===== config.mk =====
export PLATFORM = sky130hd
export DESIGN_NAME = rd_image_rle_decoder_core
export DESIGN_NICKNAME = d
export VERILOG_FILES = /design/src/sv/rdrle_pkg.sv /design/src/sv/rd_image_rle_decoder_core.sv
export SDC_FILE = /design/constraint.sdc
export NUM_CORES = 2
export LEC_CHECK = 0
export BUFFER_PORTS_ARGS = -buffer_cell sky130_fd_sc_hd__buf_4
export CAP_MARGIN = 10
export CORE_UTILIZATION = 65
export CTS_BUF_LIST = sky130_fd_sc_hd__clkbuf_16
export DETAILED_ROUTE_END_ITERATION = 8
export PLACE_DENSITY = 0.89
export REMOVE_ABC_BUFFERS = 1
export SYNTH_ARGS = -nofsm -noshare
export SYNTH_HDL_FRONTEND = slang
export SYNTH_SLANG_ARGS = --single-unit

===== constraint.sdc =====
create_clock -name clk -period 35.1 [get_ports clk]
set_clock_uncertainty 0.1 [all_clocks]
set_input_delay 7.02 -clock clk [delete_from_list [all_inputs] [get_ports clk]]
set_output_delay 7.02 -clock clk [all_outputs]
set_load 0.005 [all_outputs]

===== src/sv/rdrle_pkg.sv =====
package rdrle_pkg;

  // One result item as it waits in the output queue
  typedef struct packed {
    logic        item_kind;
    logic [7:0]  pixel_value;
    logic [19:0] run_length;
    logic [2:0]  status;
    logic [31:0] image_width;
    logic [31:0] image_height;
    logic        final_item;
  } res_t;

  // Item kinds
  localparam logic KIND_RUN    = 1'b0;
  localparam logic KIND_STATUS = 1'b1;

  // Status codes
  localparam logic [2:0] ST_OK         = 3'd0;
  localparam logic [2:0] ST_SHORT_HDR  = 3'd1;
  localparam logic [2:0] ST_BAD_HDR    = 3'd2;
  localparam logic [2:0] ST_TOO_LARGE  = 3'd3;
  localparam logic [2:0] ST_INCOMPLETE = 3'd4;

  // Header magic letters
  localparam logic [7:0] MAGIC_R = 8'h52;
  localparam logic [7:0] MAGIC_D = 8'h44;

endpackage


===== src/sv/rd_image_rle_decoder_core.sv =====
// A result item enters the output queue when the byte that causes it is accepted.
// Throughput: one byte per cycle while in_stall is low; a byte yields at most two items
// (a run and the final status), which leave through a four-entry output queue at one item
// per cycle while out_stall is low. Input stalls while three or more items wait in the queue.
// Reset (synchronous, rst high) clears the decoder to the header phase and empties the queue;
// the byte marked end_of_source returns the decoder to the same state after its status item.
module rd_image_rle_decoder_core #(
  parameter int MAX_PIXELS = 100000000
) (
  input  logic        clk,
  input  logic        rst,
  input  logic        in_valid,
  output logic        in_stall,
  input  logic [7:0]  data_byte,
  input  logic        end_of_source,
  output logic        out_valid,
  input  logic        out_stall,
  output logic        item_kind,
  output logic [7:0]  pixel_value,
  output logic [19:0] run_length,
  output logic [2:0]  status,
  output logic [31:0] image_width,
  output logic [31:0] image_height,
  output logic        final_item
);
  import rdrle_pkg::*;

  localparam int PW = $clog2(MAX_PIXELS + 1);
  localparam int CW = (PW > 20) ? PW : 20;

  // Decode phases
  localparam logic [3:0] PH_HEADER     = 4'd0;
  localparam logic [3:0] PH_RAW        = 4'd1;
  localparam logic [3:0] PH_CMD        = 4'd2;
  localparam logic [3:0] PH_FILL_VALUE = 4'd3;
  localparam logic [3:0] PH_COUNT_MID  = 4'd4;
  localparam logic [3:0] PH_COUNT_LAST = 4'd5;
  localparam logic [3:0] PH_LITERAL    = 4'd6;
  localparam logic [3:0] PH_IDLE       = 4'd7;

  // Decoder state
  logic [31:0]   bp, bp_next;
  logic [31:0]   hw [4];
  logic [31:0]   hw_next [4];
  logic [3:0]    phase, phase_next;
  logic [7:0]    cmd, cmd_next;
  logic [19:0]   ca, ca_next;
  logic [7:0]    fv, fv_next;
  logic [PW-1:0] pr, pr_next;
  logic [2:0]    err, err_next;
  logic [63:0]   prod;

  // Per-byte results
  logic          run_v, st_v;
  res_t          run_item, st_item;
  logic          fill_go, lit_go, av_go;
  logic [19:0]   fill_cnt, lit_cnt;
  logic [7:0]    fill_val;
  logic [CW-1:0] fill_k, lit_k;
  logic [7:0]    av_cmd;
  logic          acc;

  // Output queue
  res_t          q [4];
  logic [1:0]    wp, rp;
  logic [2:0]    cnt;
  logic          pop;

  function automatic logic [CW-1:0] clamp(input logic [19:0] c, input logic [PW-1:0] p);
    logic [CW-1:0] ce;
    logic [CW-1:0] pe;
    ce = CW'(c);
    pe = CW'(p);
    return (ce > pe) ? pe : ce;
  endfunction

  assign acc      = in_valid && !in_stall;
  assign in_stall = (cnt > 3'd2);
  assign pop      = out_valid && !out_stall;

  // Next state and results for one byte
  always_comb begin
    bp_next    = (bp == 32'hFFFF_FFFF) ? bp : bp + 32'd1;
    hw_next    = hw;
    phase_next = phase;
    cmd_next   = cmd;
    ca_next    = ca;
    fv_next    = fv;
    pr_next    = pr;
    err_next   = err;
    run_v      = 1'b0;
    st_v       = 1'b0;
    run_item   = '0;
    st_item    = '0;
    fill_go    = 1'b0;
    fill_cnt   = '0;
    fill_val   = '0;
    lit_go     = 1'b0;
    lit_cnt    = '0;
    av_go      = 1'b0;
    av_cmd     = '0;
    fill_k     = '0;
    lit_k      = '0;

    if (bp < 32'd16) begin
      // header byte, little endian
      hw_next[bp[3:2]] = hw[bp[3:2]] | (32'(data_byte) << {bp[1:0], 3'b000});
      if (bp[3:0] == 4'hF) begin
        if (hw[0][7:0] != MAGIC_R || hw[0][15:8] != MAGIC_D
            || hw[1] == 32'd0 || hw[2] == 32'd0) begin
          err_next   = ST_BAD_HDR;
          phase_next = PH_IDLE;
        end else if (prod > 64'(MAX_PIXELS)) begin
          err_next   = ST_TOO_LARGE;
          phase_next = PH_IDLE;
        end else begin
          pr_next    = prod[PW-1:0];
          phase_next = (hw[0][23:16] != 8'd0) ? PH_CMD : PH_RAW;
        end
      end
    end else if (bp < hw[3]) begin
      // payload byte
      case (phase)
        PH_RAW: begin
          run_v    = 1'b1;
          run_item = '{KIND_RUN, data_byte, 20'd1, ST_OK, 32'd0, 32'd0, 1'b0};
          pr_next  = pr - PW'(1);
          if (pr_next == '0) phase_next = PH_IDLE;
        end
        PH_CMD: begin
          cmd_next = data_byte;
          if (data_byte[7]) begin
            if (data_byte[6]) begin
              fv_next  = 8'd0;
              fill_val = 8'd0;
              av_go    = 1'b1;
              av_cmd   = data_byte;
            end else begin
              phase_next = PH_FILL_VALUE;
            end
          end else if (data_byte[4]) begin
            ca_next    = {8'd0, data_byte[3:0], 8'd0};
            phase_next = PH_COUNT_LAST;
          end else begin
            lit_go  = 1'b1;
            lit_cnt = {16'd0, data_byte[3:0]};
          end
        end
        PH_FILL_VALUE: begin
          fv_next  = data_byte;
          fill_val = data_byte;
          av_go    = 1'b1;
          av_cmd   = cmd;
        end
        PH_COUNT_MID: begin
          ca_next    = ca | {4'd0, data_byte, 8'd0};
          phase_next = PH_COUNT_LAST;
        end
        PH_COUNT_LAST: begin
          if (cmd[7]) begin
            fill_go  = 1'b1;
            fill_cnt = ca | {12'd0, data_byte};
            fill_val = fv;
          end else begin
            lit_go  = 1'b1;
            lit_cnt = ca | {12'd0, data_byte};
          end
        end
        PH_LITERAL: begin
          run_v    = 1'b1;
          run_item = '{KIND_RUN, data_byte, 20'd1, ST_OK, 32'd0, 32'd0, 1'b0};
          ca_next  = ca - 20'd1;
          pr_next  = pr - PW'(1);
          if (pr_next == '0) phase_next = PH_IDLE;
          else if (ca_next == 20'd0) phase_next = PH_CMD;
        end
        default: begin
        end
      endcase
    end

    // fill command known: count bytes follow, or fill right away
    if (av_go) begin
      if (av_cmd[5]) begin
        ca_next    = {av_cmd[3:0], 16'd0};
        phase_next = PH_COUNT_MID;
      end else if (av_cmd[4]) begin
        ca_next    = {8'd0, av_cmd[3:0], 8'd0};
        phase_next = PH_COUNT_LAST;
      end else begin
        fill_go  = 1'b1;
        fill_cnt = {16'd0, av_cmd[3:0]};
      end
    end

    // data ended before the fill value: fill with zero
    if (!fill_go && phase_next == PH_FILL_VALUE && (end_of_source || bp_next >= hw_next[3])
        && cmd_next[5:4] == 2'b00) begin
      fv_next  = 8'd0;
      fill_go  = 1'b1;
      fill_cnt = {16'd0, cmd_next[3:0]};
      fill_val = 8'd0;
    end

    // fill run, clamped to the pixels left
    if (fill_go) begin
      fill_k = clamp(fill_cnt, pr);
      if (fill_k != '0) begin
        run_v    = 1'b1;
        run_item = '{KIND_RUN, fill_val, fill_k[19:0], ST_OK, 32'd0, 32'd0, 1'b0};
      end
      pr_next    = pr - fill_k[PW-1:0];
      phase_next = (pr_next != '0) ? PH_CMD : PH_IDLE;
    end

    // literal run start, clamped
    if (lit_go) begin
      lit_k      = clamp(lit_cnt, pr);
      ca_next    = lit_k[19:0];
      phase_next = (lit_k != '0) ? PH_LITERAL : PH_CMD;
    end

    // end of source: status item, then back to reset
    if (end_of_source) begin
      st_v               = 1'b1;
      st_item.item_kind  = KIND_STATUS;
      st_item.final_item = 1'b1;
      if (bp_next < 32'd16) begin
        st_item.status = ST_SHORT_HDR;
      end else begin
        st_item.image_width  = hw_next[1];
        st_item.image_height = hw_next[2];
        if (err_next != ST_OK) st_item.status = err_next;
        else st_item.status = (pr_next == '0) ? ST_OK : ST_INCOMPLETE;
      end
      bp_next    = '0;
      hw_next    = '{default: 32'd0};
      phase_next = PH_HEADER;
      cmd_next   = '0;
      ca_next    = '0;
      fv_next    = '0;
      pr_next    = '0;
      err_next   = ST_OK;
    end
  end

  // Decoder registers
  always_ff @(posedge clk) begin
    if (rst) begin
      bp    <= '0;
      hw    <= '{default: 32'd0};
      phase <= PH_HEADER;
      cmd   <= '0;
      ca    <= '0;
      fv    <= '0;
      pr    <= '0;
      err   <= ST_OK;
    end else if (acc) begin
      bp    <= bp_next;
      hw    <= hw_next;
      phase <= phase_next;
      cmd   <= cmd_next;
      ca    <= ca_next;
      fv    <= fv_next;
      pr    <= pr_next;
      err   <= err_next;
    end
  end

  // Image area, taken once width and height are complete
  always_ff @(posedge clk) begin
    if (acc && bp == 32'd12) prod <= hw[1] * hw[2];
  end

  // Output queue payload
  always_ff @(posedge clk) begin
    if (acc && run_v) q[wp] <= run_item;
    if (acc && st_v) q[wp + 2'(run_v)] <= st_item;
  end

  // Output queue pointers
  always_ff @(posedge clk) begin
    if (rst) begin
      wp  <= '0;
      rp  <= '0;
      cnt <= '0;
    end else begin
      if (acc) wp <= wp + 2'(run_v) + 2'(st_v);
      if (pop) rp <= rp + 2'd1;
      cnt <= cnt + (acc ? 3'(run_v) + 3'(st_v) : 3'd0) - 3'(pop);
    end
  end

  assign out_valid    = (cnt != 3'd0);
  assign item_kind    = q[rp].item_kind;
  assign pixel_value  = q[rp].pixel_value;
  assign run_length   = q[rp].run_length;
  assign status       = q[rp].status;
  assign image_width  = q[rp].image_width;
  assign image_height = q[rp].image_height;
  assign final_item   = q[rp].final_item;

  // Checks
  a_queue_bound: assert property (@(posedge clk) disable iff (rst) cnt <= 3'd4)
    else $error("output queue overflow");

  a_eos_restart: assert property (@(posedge clk) disable iff (rst)
    (acc && end_of_source) |=> (bp == 32'd0 && phase == PH_HEADER))
    else $error("decoder did not return to header after end of source");

  a_pixels_left: assert property (@(posedge clk) disable iff (rst)
    (phase == PH_RAW || phase == PH_CMD || phase == PH_LITERAL) |-> (pr != '0))
    else $error("decoding phase with no pixels remaining");

  a_literal_count: assert property (@(posedge clk) disable iff (rst)
    (phase == PH_LITERAL) |-> (ca != 20'd0))
    else $error("literal phase with zero count");

endmodule

==> results.cfg <==
[synthesis]
synthCells = 7578
ys.flop_type = dfxtp_1
ys_types = 92
yosys_warnings = 0
yosys.area.top_type = fa_1
ys_seq_elements = 686
synth_edf_count = 336
synthTopCellsByArea = fa_1 (26%), edfxtp_1 (14%), dfxtp_1 (10%)
synth_top_area_share_pct = 25.7
synthArstFlopShare_pct = 0
syn_avg_cell_area_um2 = 9.22
netlist_area_um2 = 69800
yosysSeqAreaShare_pct = 24.5

[floorplanning]
io_pins = 112
start_util_pct = 66.0
fp.dieW_um = 330
core-area_um2 = 106000
die-area_um2 = 109000
rows = 119
die_h_um = 330

[worst_setup_path]
slowest_stage = nor4_2
crit_buf_inv = 4
crit_top_cell = o21ai_0
worst-path-max-fanout = 29
crit_path_end_kind = flop
crit_arrival_ps = 18570
critPathLaunchType = primary input
critical-path-top-delay-family = compound AO/OA/AOI/OAI gates
crit_type = in -> reg
crit_required_ps = 35400
cpPeakStageDelay_ps = 1100

[pwr]
clkPwrFrac_pct = 42.0
power_frac_comb_pct = 15.0
irDropWorstVdd_uv = 40.1
internal_power_uw = 1470
power.density_cell_area_nw_per_um2 = 27.6
p_leak_uw = 0.0318
pwr-share-seq_pct = 43.1
swShare_pct = 27.8
switchingPower_uw = 569

[grt]
gr-total-overflow = 0
grt_pass1_vias = 60860
grt_first_pass_wirelength_um = 346000
grt_start_max_net_pins = 82
antenna_found_initial = 7
grtUsageTotal_pct = 41.8

[place]
dpl_worst_slack_ps = 16640
io_buffers = 111
hpwlAfterDp_um = 157000
gp_congestion = 1.02

[route]
post_drt_wl_per_cell_um = 25.4
routed_wl_um = 224000
vias = 58064
ant_nets = 0
remaining_drc_errors = 0
via_per_inst = 6.60
first_pass_iters = 8
drt_iter0_markers = 7353

[timing]
setup_tns_ps = 0
finalSetupViolations = 0
fmax_mhz = 54.7
hold_viol_final = 0
slew_headroom_pct = 9.46
drv_slew = 0
post-route-min-period_ps = 18270
rsz0062_at_grt = false
fin_ws_ps = 16830
timing.hold.ws_ps = 353
finalCritPeriodShare_pct = 52.1
worstMarginPinSlew_ps = 1350

[cts]
postCtsHoldBufs = 0
cts_tree = yes
clkLatencyLatePin_ps = 700
cts_buffer_depth = 3
clk_pin_slew_ps = 60
cts_buffers = 75
cts_sinks = 686
htreeDepth = 3
postCtsSetupBuffers = 0
clock-root-buffer = clkbuf_16
post_cts_resized = 0

[final_layout]
drive_gt1_share_pct = 8.30
area_growth_pct = 6.12
fin_nets = 8643
layout_commonest_cell = nand2_1
final_cell_mix = nand2_1 (1130), inv_1 (1088), fa_1 (898), nor2_1 (693), ha_1 (390)

[run]
max_cap_violations = 0

[worst_hold_path]
hold_class = reg -> reg

[status]
outcome = completed
==> flip-flops by register name, indices dropped and copies added (netlist names), named ones only <==
register  cells
hw          128
phase         4
bp           32
ca           20
prod         64
q           384
wp            2
cmd           7
fv            8
rp            2
err           3
pr           27
cnt           3
==> cells by family (layout without fill, tap and decap cells) <==
logic type      count (synthesis)  count (layout)  share of synthesized area (%)
other cells                     0               6                              0
fa+ha+maj                    1290            1290                           32.8
buf+inv                      1629            1453                           8.83
simple gates                 2582            2582                           16.6
compound gates                993             993                           9.53
flops                         686             686                           24.5
mux                           256             256                           5.98
xor+xnor                      142             142                           1.78
==> layer usage <==
metal	vias to the layer above	part of all wire [%]	GRT usage (%)
met5	-	0.015	0
li1	24214	-	-
met2	4380	46	65.8
met4	6	8.5	30.2
met1	28242	34	49.9
met3	1222	12	10.9
==> cell usage after synthesis, types with 13 or more instances <==
| library cell | n |
|---|---|
| o21a_1 | 21 |
| nor3b_1 | 13 |
| dfxtp_1 | 350 |
| nand2b_1 | 35 |
| o211ai_1 | 26 |
| xnor2_1 | 108 |
| nor2_1 | 698 |
| a21oi_1 | 285 |
| a21o_1 | 78 |
| fa_1 | 898 |
| nor3_2 | 18 |
| ha_1 | 390 |
| nor2b_1 | 28 |
| inv_1 | 1075 |
| or3_1 | 29 |
| nand2_1 | 1136 |
| and3_1 | 35 |
| o31ai_1 | 15 |
| o221a_2 | 32 |
| mux2i_1 | 118 |
| a31oi_1 | 28 |
| a22oi_1 | 168 |
| buf_1 | 36 |
| o221ai_1 | 18 |
| or4_1 | 14 |
| xor2_1 | 34 |
| o21ai_0 | 156 |
| nor2_2 | 15 |
| and2_1 | 251 |
| a32oi_1 | 14 |
| nand4_1 | 55 |
| a211oi_1 | 36 |
| mux4_2 | 128 |
| clkbuf_1 | 494 |
| nor3_1 | 76 |
| edfxtp_1 | 336 |
| nand3_1 | 62 |
| nor4_1 | 66 |
==> power groups by stage <==
| stage | Combinational (uW) | Sequential (uW) | Clock (uW) |
|---|---|---|---|
| after global routing | 314 | 882 | 887 |
| after floorplan | 158 | 906 | 0 |
| after CTS | 299 | 880 | 857 |
| after global placement | 287 | 894 | 0 |
| final | 306 | 880 | 858 |
| after detailed placement | 293 | 896 | 0 |
==> path summary, 6_finish.rpt <==
path	to	cells after the start	from	slack (ps)
worst max-delay path	q[1][67]$_DFFE_PP_	42	data_byte[0]	16830
worst min-delay path	q[1][78]$_SDFFE_PP0P_	2	q[1][78]$_SDFFE_PP0P_	350
worst max register to register	q[1][67]$_DFFE_PP_	47	bp[2]$_SDFFE_PP0P_	20350
worst min register to register	q[1][78]$_SDFFE_PP0P_	2	q[1][78]$_SDFFE_PP0P_	350
==> through the flow <==
stage	std cells	total power, uW	cell area (um2)	util (%)
global placement	8654	1180	71400	67.5
global route	8793	2080	74100	70.0
floorplan	7028	1060	67700	-
finish	8799	2040	74100	70.0
detailed placement	8654	1190	71400	67.5
CTS	8791	2030	74100	70.0
==> worst register-to-register path: cells and delay by family (launching register included) <==
kind            cells  cell delay (ps)
mux                 2              750
compound gates     19             5090
xor+xnor            2              390
simple gates       16             5410
buf+inv             4             1060
fa+ha+maj           4             1350
flops               1              320
==> cell type report <==
type / count / area (um2)
Antenna cell: 6 / 15.0
Clock buffer: 76 / 1900
Clock inverter: 61 / 734
Fill cell: 7229 / 31700
Inverter: 1079 / 4050
Multi-Input combinational cell: 5263 / 46800
Sequential cell: 686 / 17100
Tap cell: 1391 / 1740
Timing Repair Buffer: 237 / 1800
(Power assumes the default switching activity.)
